File: config.mk
export PLATFORM = sky130hd
export DESIGN_NAME = rolling_hash_pattern_matcher
export DESIGN_NICKNAME = d
export VERILOG_FILES = /design/src/rtl/rhpm_pkg.sv /design/src/rtl/rhpm_cell.sv /design/src/rtl/rhpm_modred.sv /design/src/rtl/rolling_hash_pattern_matcher.sv
export SDC_FILE = /design/constraint.sdc
export NUM_CORES = 2
export LEC_CHECK = 0
export BUFFER_PORTS_ARGS = -buffer_cell sky130_fd_sc_hd__buf_2
export CAP_MARGIN = 20
export CORE_ASPECT_RATIO = 1.2
export CORE_MARGIN = 4
export CORE_UTILIZATION = 45
export CTS_BUF_LIST = sky130_fd_sc_hd__clkbuf_16
export DETAILED_ROUTE_END_ITERATION = 7
export PLACE_DENSITY = 0.59
export SLEW_MARGIN = 0
export SYNTH_ARGS = -nofsm -noshare
export SYNTH_HDL_FRONTEND = slang
export SYNTH_HIERARCHICAL = 1
export SYNTH_SLANG_ARGS = --single-unit
File: constraint.sdc
create_clock -name clk_i -period 19.6 [get_ports clk_i]
set_input_delay 3.92 -clock clk_i [delete_from_list [all_inputs] [get_ports clk_i]]
set_output_delay 3.92 -clock clk_i [all_outputs]
set_load 0.02 [all_outputs]
File: src/rtl/rhpm_pkg.sv
// Shared types and constants for the rolling hash pattern matcher.
// No dependencies; imported by the cell, the modular reducer and the top level.
`timescale 1ns / 1ps

package rhpm_pkg;

  localparam int unsigned BYTE_W      = 8;
  localparam int unsigned HASH_W      = 16;
  localparam int unsigned MAG_W       = BYTE_W + HASH_W;
  localparam int unsigned CNT_W       = 32;
  localparam logic [HASH_W-1:0] DEFAULT_MOD = 16'd101;

  localparam logic [1:0] MODE_CLEAR   = 2'd0;
  localparam logic [1:0] MODE_PATTERN = 2'd1;
  localparam logic [1:0] MODE_TEXT    = 2'd2;

  // shift strobes for the cell row
  typedef struct packed {
    logic pat_shift;
    logic txt_shift;
  } rhpm_shift_t;

  // one job for the modular reducer: (+/-mag, then tail byte) mod q
  typedef struct packed {
    logic              neg;
    logic [MAG_W-1:0]  mag;
    logic [BYTE_W-1:0] tail;
  } rhpm_red_req_t;

endpackage

File: src/rtl/rhpm_cell.sv
// One cell of the window row: holds a pattern byte and a text byte and
// passes both to its neighbor on a shift. Depends on rhpm_pkg.
`timescale 1ns / 1ps

module rhpm_cell import rhpm_pkg::*; (
  input  logic              clk_i,
  input  rhpm_shift_t       ctl_i,
  input  logic              en_i,
  input  logic [BYTE_W-1:0] pat_i,
  input  logic [BYTE_W-1:0] txt_i,
  output logic [BYTE_W-1:0] pat_o,
  output logic [BYTE_W-1:0] txt_o,
  output logic              ok_o
);

  logic [BYTE_W-1:0] pat_q;
  logic [BYTE_W-1:0] txt_q;

  always_ff @(posedge clk_i) begin
    if (ctl_i.pat_shift) begin
      pat_q <= pat_i;
    end
    if (ctl_i.txt_shift) begin
      txt_q <= txt_i;
    end
  end

  assign pat_o = pat_q;
  assign txt_o = txt_q;
  // cells past the pattern length do not take part
  assign ok_o  = !en_i || (pat_q == txt_q);

endmodule

File: src/rtl/rhpm_modred.sv
// Serial modular reducer, two bits per cycle, restoring shift-subtract.
// Computes ((+/-mag) mod q) * 256 + tail, mod q. Depends on rhpm_pkg.
`timescale 1ns / 1ps

module rhpm_modred import rhpm_pkg::*; (
  input  logic              clk_i,
  input  logic              rst_ni,
  input  logic              start_i,
  input  rhpm_red_req_t     req_i,
  input  logic [HASH_W-1:0] q_i,
  output logic              done_o,
  output logic [HASH_W-1:0] res_o
);

  localparam int unsigned SH_W      = MAG_W + BYTE_W;
  localparam int unsigned MAG_STEPS = MAG_W / 2;
  localparam int unsigned FIX_STEP  = MAG_STEPS;
  localparam int unsigned LAST_STEP = MAG_STEPS + BYTE_W / 2;
  localparam int unsigned STEP_W    = $clog2(LAST_STEP + 1);

  logic              busy_q;
  logic              done_q;
  logic [STEP_W-1:0] step_q;
  logic [SH_W-1:0]   sh_q;
  logic [HASH_W-1:0] r_q;
  logic              neg_q;

  function automatic logic [HASH_W-1:0] red2(input logic [HASH_W-1:0] r,
                                             input logic [1:0] bits,
                                             input logic [HASH_W-1:0] q);
    logic [HASH_W:0]   x;
    logic [HASH_W-1:0] acc;
    acc = r;
    for (int i = 1; i >= 0; i--) begin
      x = {acc, bits[i]};
      if (x >= {1'b0, q}) begin
        x = x - {1'b0, q};
      end
      acc = x[HASH_W-1:0];
    end
    return acc;
  endfunction

  always_ff @(posedge clk_i or negedge rst_ni) begin
    if (!rst_ni) begin
      busy_q <= 1'b0;
      done_q <= 1'b0;
      step_q <= '0;
    end else begin
      done_q <= 1'b0;
      if (start_i) begin
        busy_q <= 1'b1;
        step_q <= '0;
        sh_q   <= {req_i.mag, req_i.tail};
        r_q    <= '0;
        neg_q  <= req_i.neg;
      end else if (busy_q) begin
        if (step_q == STEP_W'(FIX_STEP)) begin
          // negative operand: fold the residue back into [0, q)
          r_q <= (neg_q && (r_q != '0)) ? (q_i - r_q) : r_q;
        end else begin
          r_q  <= red2(r_q, sh_q[SH_W-1 -: 2], q_i);
          sh_q <= sh_q << 2;
        end
        if (step_q == STEP_W'(LAST_STEP)) begin
          busy_q <= 1'b0;
          done_q <= 1'b1;
        end
        step_q <= step_q + 1'b1;
      end
    end
  end

  assign done_o = done_q;
  assign res_o  = r_q;

endmodule

File: src/rtl/rolling_hash_pattern_matcher.sv
// Rabin-Karp matcher over a byte stream: row of cells, serial mod-q reducer.
// Text byte with a pattern loaded: ST_MUL, ST_RED_WH, ST_CMP, then ST_OUT; the next beat waits until ST_OUT is done.
// Pattern byte: two runs of the reducer (one for the first byte), for the pattern hash and the leading power.
// Clear, unused mode, text with no pattern, pattern byte when full: straight to ST_OUT.
// The reducer works two bits a cycle, plus a sign fix step in each run.
// Async active-low reset: modulus 101, empty pattern, leading power 1, no result pending.
`timescale 1ns / 1ps

module rolling_hash_pattern_matcher import rhpm_pkg::*; #(
  parameter int unsigned MAX_PATTERN = 64
) (
  input  logic              clk_i,
  input  logic              rst_ni,
  input  logic              cfg_valid_i,
  output logic              cfg_ready_o,
  input  logic [HASH_W-1:0] cfg_data_i,
  input  logic              s_axis_tvalid,
  output logic              s_axis_tready,
  input  logic [7:0]        s_axis_tdata,   // data_byte
  input  logic [1:0]        s_axis_tuser,   // mode
  output logic              m_axis_tvalid,
  input  logic              m_axis_tready,
  output logic [47:0]       m_axis_tdata,   // start_index[31:0], window_hash[47:32]
  output logic [1:0]        m_axis_tuser    // hash_hit[0], match[1]
);

  localparam int unsigned PLW = $clog2(MAX_PATTERN + 1);
  localparam int unsigned IW  = (MAX_PATTERN > 1) ? $clog2(MAX_PATTERN) : 1;

  typedef enum logic [2:0] {
    ST_IDLE,
    ST_MUL,
    ST_RED_WH,
    ST_RED_PH,
    ST_RED_LP,
    ST_CMP,
    ST_OUT
  } state_e;

  state_e            state_q;
  logic [HASH_W-1:0] mod_q;
  logic [PLW-1:0]    plen_q;
  logic [HASH_W-1:0] ph_q;
  logic [HASH_W-1:0] lp_q;
  logic [HASH_W-1:0] wh_q;
  logic [CNT_W-1:0]  cnt_q;
  logic [BYTE_W-1:0] byte_q;
  logic [MAG_W-1:0]  prod_q;
  logic              red_start_q;
  rhpm_red_req_t     red_req_q;
  logic              res_hit_q;
  logic              res_match_q;
  logic [CNT_W-1:0]  res_start_q;
  logic [HASH_W-1:0] res_wh_q;
  logic              out_valid_q;
  logic              out_hit_q;
  logic              out_match_q;
  logic [CNT_W-1:0]  out_start_q;
  logic [HASH_W-1:0] out_wh_q;

  logic              s_accept;
  logic              pat_room;
  logic              win_full;
  logic              all_eq;
  logic [HASH_W-1:0] q_eff;
  logic [IW-1:0]     drop_idx;
  logic [BYTE_W-1:0] drop_byte;
  logic [MAG_W:0]    z;
  logic [MAG_W:0]    z_neg;
  logic              red_done;
  logic [HASH_W-1:0] red_res;
  rhpm_shift_t       ctl;

  logic [BYTE_W-1:0]      pat_w [MAX_PATTERN];
  logic [BYTE_W-1:0]      txt_w [MAX_PATTERN];
  logic [MAX_PATTERN-1:0] ok_w;
  logic [MAX_PATTERN-1:0] en_w;

  assign s_accept      = s_axis_tvalid && s_axis_tready;
  assign s_axis_tready = (state_q == ST_IDLE);
  assign cfg_ready_o   = 1'b1;
  assign pat_room      = plen_q < PLW'(MAX_PATTERN);
  assign win_full      = cnt_q >= CNT_W'(plen_q);
  assign q_eff         = (mod_q == '0) ? HASH_W'(1) : mod_q;
  assign all_eq        = &ok_w;
  assign drop_idx      = IW'(plen_q - PLW'(1));
  assign drop_byte     = txt_w[drop_idx];
  assign z             = (MAG_W + 1)'(wh_q) - (MAG_W + 1)'(prod_q);
  assign z_neg         = (MAG_W + 1)'(0) - z;

  assign ctl.pat_shift = s_accept && (s_axis_tuser == MODE_PATTERN) && pat_room;
  assign ctl.txt_shift = s_accept && (s_axis_tuser == MODE_TEXT);

  for (genvar k = 0; k < MAX_PATTERN; k++) begin : g_cell
    logic [BYTE_W-1:0] pat_in;
    logic [BYTE_W-1:0] txt_in;
    if (k == 0) begin : g_head
      assign pat_in = s_axis_tdata;
      assign txt_in = s_axis_tdata;
    end else begin : g_link
      assign pat_in = pat_w[k-1];
      assign txt_in = txt_w[k-1];
    end
    assign en_w[k] = PLW'(k) < plen_q;

    rhpm_cell u_cell (
      .clk_i (clk_i),
      .ctl_i (ctl),
      .en_i  (en_w[k]),
      .pat_i (pat_in),
      .txt_i (txt_in),
      .pat_o (pat_w[k]),
      .txt_o (txt_w[k]),
      .ok_o  (ok_w[k])
    );
  end

  rhpm_modred u_modred (
    .clk_i   (clk_i),
    .rst_ni  (rst_ni),
    .start_i (red_start_q),
    .req_i   (red_req_q),
    .q_i     (q_eff),
    .done_o  (red_done),
    .res_o   (red_res)
  );

  always_ff @(posedge clk_i or negedge rst_ni) begin
    if (!rst_ni) begin
      state_q     <= ST_IDLE;
      mod_q       <= DEFAULT_MOD;
      plen_q      <= '0;
      ph_q        <= '0;
      lp_q        <= HASH_W'(1);
      wh_q        <= '0;
      cnt_q       <= '0;
      red_start_q <= 1'b0;
      out_valid_q <= 1'b0;
    end else begin
      red_start_q <= 1'b0;
      if (cfg_valid_i) begin
        mod_q <= cfg_data_i;
      end
      if (out_valid_q && m_axis_tready) begin
        out_valid_q <= 1'b0;
      end

      unique case (state_q)
        ST_IDLE: begin
          if (s_accept) begin
            byte_q      <= s_axis_tdata;
            res_hit_q   <= 1'b0;
            res_match_q <= 1'b0;
            res_start_q <= '0;
            res_wh_q    <= '0;
            state_q     <= ST_OUT;
            case (s_axis_tuser)
              MODE_CLEAR: begin
                plen_q <= '0;
                ph_q   <= '0;
                lp_q   <= HASH_W'(1);
                wh_q   <= '0;
                cnt_q  <= '0;
              end
              MODE_PATTERN: begin
                wh_q  <= '0;
                cnt_q <= '0;
                if (pat_room) begin
                  red_start_q <= 1'b1;
                  red_req_q   <= '{neg: 1'b0, mag: MAG_W'(ph_q), tail: s_axis_tdata};
                  state_q     <= ST_RED_PH;
                end
              end
              MODE_TEXT: begin
                if (cnt_q != '1) begin
                  cnt_q <= cnt_q + 1'b1;
                end
                if (plen_q == '0) begin
                  res_wh_q <= wh_q;
                end else begin
                  prod_q  <= win_full ? (MAG_W'(drop_byte) * MAG_W'(lp_q)) : '0;
                  state_q <= ST_MUL;
                end
              end
              default: begin
                res_wh_q <= wh_q;
              end
            endcase
          end
        end
        ST_MUL: begin
          red_start_q <= 1'b1;
          red_req_q   <= '{neg: z[MAG_W],
                           mag: z[MAG_W] ? z_neg[MAG_W-1:0] : z[MAG_W-1:0],
                           tail: byte_q};
          state_q     <= ST_RED_WH;
        end
        ST_RED_WH: begin
          if (red_done) begin
            wh_q    <= red_res;
            state_q <= ST_CMP;
          end
        end
        ST_RED_PH: begin
          if (red_done) begin
            ph_q <= red_res;
            if (plen_q != '0) begin
              red_start_q <= 1'b1;
              red_req_q   <= '{neg: 1'b0, mag: MAG_W'(lp_q), tail: '0};
              state_q     <= ST_RED_LP;
            end else begin
              plen_q  <= plen_q + 1'b1;
              state_q <= ST_OUT;
            end
          end
        end
        ST_RED_LP: begin
          if (red_done) begin
            lp_q    <= red_res;
            plen_q  <= plen_q + 1'b1;
            state_q <= ST_OUT;
          end
        end
        ST_CMP: begin
          res_hit_q   <= win_full && (wh_q == ph_q);
          res_match_q <= win_full && (wh_q == ph_q) && all_eq;
          res_start_q <= (win_full && (wh_q == ph_q) && all_eq) ?
                         (cnt_q - CNT_W'(plen_q)) : '0;
          res_wh_q    <= wh_q;
          state_q     <= ST_OUT;
        end
        ST_OUT: begin
          if (!out_valid_q || m_axis_tready) begin
            out_valid_q <= 1'b1;
            out_hit_q   <= res_hit_q;
            out_match_q <= res_match_q;
            out_start_q <= res_start_q;
            out_wh_q    <= res_wh_q;
            state_q     <= ST_IDLE;
          end
        end
        default: begin
          state_q <= ST_IDLE;
        end
      endcase
    end
  end

  assign m_axis_tvalid = out_valid_q;
  assign m_axis_tdata  = {out_wh_q, out_start_q};
  assign m_axis_tuser  = {out_match_q, out_hit_q};

endmodule
==> results.md <==
* Status: complete, no violations
* Remaining DRCs at 0
* Critical-path cell list: inv_1, ha_4, buf_4, mux4_2, mux4_2, mux4_2, and2_1, fa_1, fa_1, fa_1, inv_1, fa_1, inv_1, ha_1, and2_1, and3_1, nand3_1, a211oi_1, and3b_1, o31ai_1, o311a_1, o21ai_0, nor3b_1
* CP most frequent cell: fa_1
* RSZ-0062 raised after global routing: false
* Drt via density at 5.67
* CTS root buffer: clkbuf_16
* Clk sinks at 1,353
* Post-DR wirelength/cell at 24.3 um
* Sequential area share after synthesis at 0.629
* Max-Cap Viols at 0
* Final setup TNS at 0 ps
* DIE AREA at 0.148 mm2
* Initial cell density of the core at 0.455
* Crit. End Element: flop
* Ports at 84
* CP peak stage delay at 990 ps
* Relative slew slack at 0.289
* Core Rows at 150
* Die Ht at 420 um
* Synth area leader: edfxtp_1
* Final Hold Vio Count at 0
* Final wirelength at 158,000 um
* GPL Wtd Cong at 0.884
* Synth cell types at 86
* Synthesized instance count at 4,429
* Input/output buffers at 82
* PwrDens at 147 mW/mm2
* Combinational share of power at 0.383
* Synthesis warning total at 6
* Tcrit/Tclk final at 0.478
* Synth async-reset ratio at 0.0850
* P&R area growth vs syn at 11.3%
* Clock transition at path regs at 70 ps
* Worst hold slack at 417 ps
* HPWL Detailed at 111,000 um
* Final antenna-violating net count at 0
* Avg Synthesized Cell Area at 14.4 um2
* First-pass GRT wire length at 236,000 um
* CTS tree: yes
* Min Clock Period, post-route at 9370 ps
* Most frequent cell after synthesis: edfxtp_1
* Worst Max-Slew Pin Slew at 1070 ps
* Clk_lat worst skew at 770 ps
* Hold depth at 0
* Grt ovf at 0
* Resized cells post-CTS at 0
* H-tree depth at 4
* Post-synth EDFFs at 1,238
* Tot GR Track Use at 0.214
* NetSw at 3790 uW
* Number of global-route vias before repair at 37,100
* Required time worst endpoint at 20,110 ps
* Clk network pwr share at 0.254
* Post-synthesis net count at 4,673
* Top cells by count, synth: edfxtp_1, xnor2_1, nand2_1
* Crit Path Class: flop to flop
* Seq cells post-synth at 1,353
* FF-to-FF path depth at 23
* Fillers at 11,800
* Pint at 6640 uW
* Area contributors post-synth: edfxtp_1, xnor2_1, mux4_2, dfrtp_1, fa_1
* CP Launch Type: flop
* Largest net degree at the start of global routing at 168
* Post-CTS Hold Buffers at 0
* CP max-delay cell: dfrtp_4
* Setup Viol. Count Final at 0
* Cts bufs inserted at 140
* Initial antenna violation count at 8
* Worst Path Arrival at 9880 ps
* Initial DRC count at 2,975
* Max-slew violation count at 0
* Prevailing post-synth register cell: edfxtp_1
* Multi-input gate area at 0.0222 mm2
* Final nets at 4,783
* Seq. cell area at 0.0401 mm2
* Hold Path Class: flop to flop
* Share of the synthesized area in the top cell type at 0.584
* Power share of the sequential group at 0.362
* Die width at 351 um
* Number of post-CTS setup repair buffers at 0
* Max Clk Rate at 107 MHz
* Setup Skew at 31.2 ps
* Core area at 0.140 mm2
* LEAKAGE at 0.0237 uW
* Initial DRT Pass Iterations at 6
* Vias at 36,800
* CTS max path bufs at 3
* Sw Share at 0.363
* Post-synthesis cell area at 0.0637 mm2
* Layout cells sized above 1 at 0.125
* Worst-path fanout max at 53
* Peak supply drop at 0.000144 V
==> worst max-delay path, delay by kind of cell (launching register included) <==
kind	cells	cell delay, ps
AO/OA/AOI/OAI	4	760
adder cells (fa/ha/maj)	6	3210
AND/OR/NAND/NOR	6	1150
buffers and inverters	4	1170
flip-flops	1	990
multiplexers	3	1750
==> placed cells by master, fill, tap and decap left out, types with 81 or more instances in the layout <==
master        n
dfrtp_1     108
nand2_1     269
ha_1        123
fa_1         89
buf_2        81
mux4_2      168
nand4_1     171
xnor2_1     598
a21oi_1     101
and2_1       96
edfxtp_1   1238
nor2_1      197
o21ai_0     196
clkbuf_16   145
inv_1       254
==> flip-flops by register name, indices dropped and copies added, names as in the netlist, 7 cells and up <==
signal,cells
res_wh_q,16
out_wh_q,16
mod_q,16
g_cell.u_cell/txt_o,512
u_modred/res_o,16
wh_q,16
ph_q,16
res_start_q,32
lp_q,16
g_cell.u_cell/pat_o,512
cnt_q,32
u_modred/sh_q,32
byte_q,8
prod_q,24
red_req_q,33
plen_q,7
out_start_q,32
==> power groups by stage <==
| stage | Clock, uW | Combinational, uW | Sequential (uW) |
|---|---|---|---|
| final | 2650 | 4000 | 3780 |
| after global routing | 2840 | 4470 | 3800 |
| after CTS | 2730 | 4020 | 3780 |
| after detailed placement | 0 | 3990 | 3840 |
| after global placement | 0 | 3950 | 3840 |
| after floorplan | 0 | 2990 | 3750 |
==> cell families (layout without fill, tap and decap cells) <==
logic type | after synthesis | after routing | synth area share
XOR/XNOR | 665 | 665 | 0.0914
other | 1 | 4 | 0.0000589
flip-flops | 1353 | 1353 | 0.629
adder cells (fa/ha/maj) | 213 | 213 | 0.0523
AND/OR/NAND/NOR | 1020 | 1020 | 0.0808
multiplexers | 240 | 240 | 0.0717
AO/OA/AOI/OAI | 546 | 546 | 0.0509
buffers and inverters | 391 | 616 | 0.0238
==> final cells by class <==
type	instances	share of cell area
Timing Repair Buffer	132	0.0128
Tap cell	1824	0.0322
Clock buffer	145	0.0512
Multi-Input combinational cell	2685	0.313
Antenna cell	3	0.000106
Clock inverter	112	0.0134
Inverter	227	0.0120
Sequential cell	1353	0.565
==> stage by stage <==
step | utilization | total power, uW | cell area, um2 | setup slack [ps] | std cells
after detailed placement | 0.473 | 7830 | 66200 | 10150 | 6217
after CTS | 0.506 | 10500 | 70800 | 10140 | 6474
after global placement | 0.473 | 7780 | 66200 | 10280 | 6216
final | 0.506 | 10400 | 70900 | 10230 | 6481
after floorplan | - | 6730 | 63700 | 1580 | 4429
after global routing | 0.506 | 11100 | 70900 | 9750 | 6479
==> final timing paths <==
check / startpoint / end / slack (ps)
max: plen_q[0] / prod_q[23] / 10230
min: res_wh_q[9] / out_wh_q[9] / 420
max reg2reg: plen_q[0] / prod_q[23] / 10230
min reg2reg: res_wh_q[9] / out_wh_q[9] / 420
max in group asynchronous: rst_ni / plen_q[0] / 15320
min in group asynchronous: rst_ni / mod_q[4] / 3080
==> metal layers <==
| layer | global-route usage | share of wire |
|---|---|---|
| met1 | 0.275 | 0.41 |
| met2 | 0.376 | 0.52 |
| met3 | 0.0270 | 0.044 |
| met5 | 0 | 0 |
| met4 | 0.0697 | 0.032 |
Power figures use the tool's default switching activity.
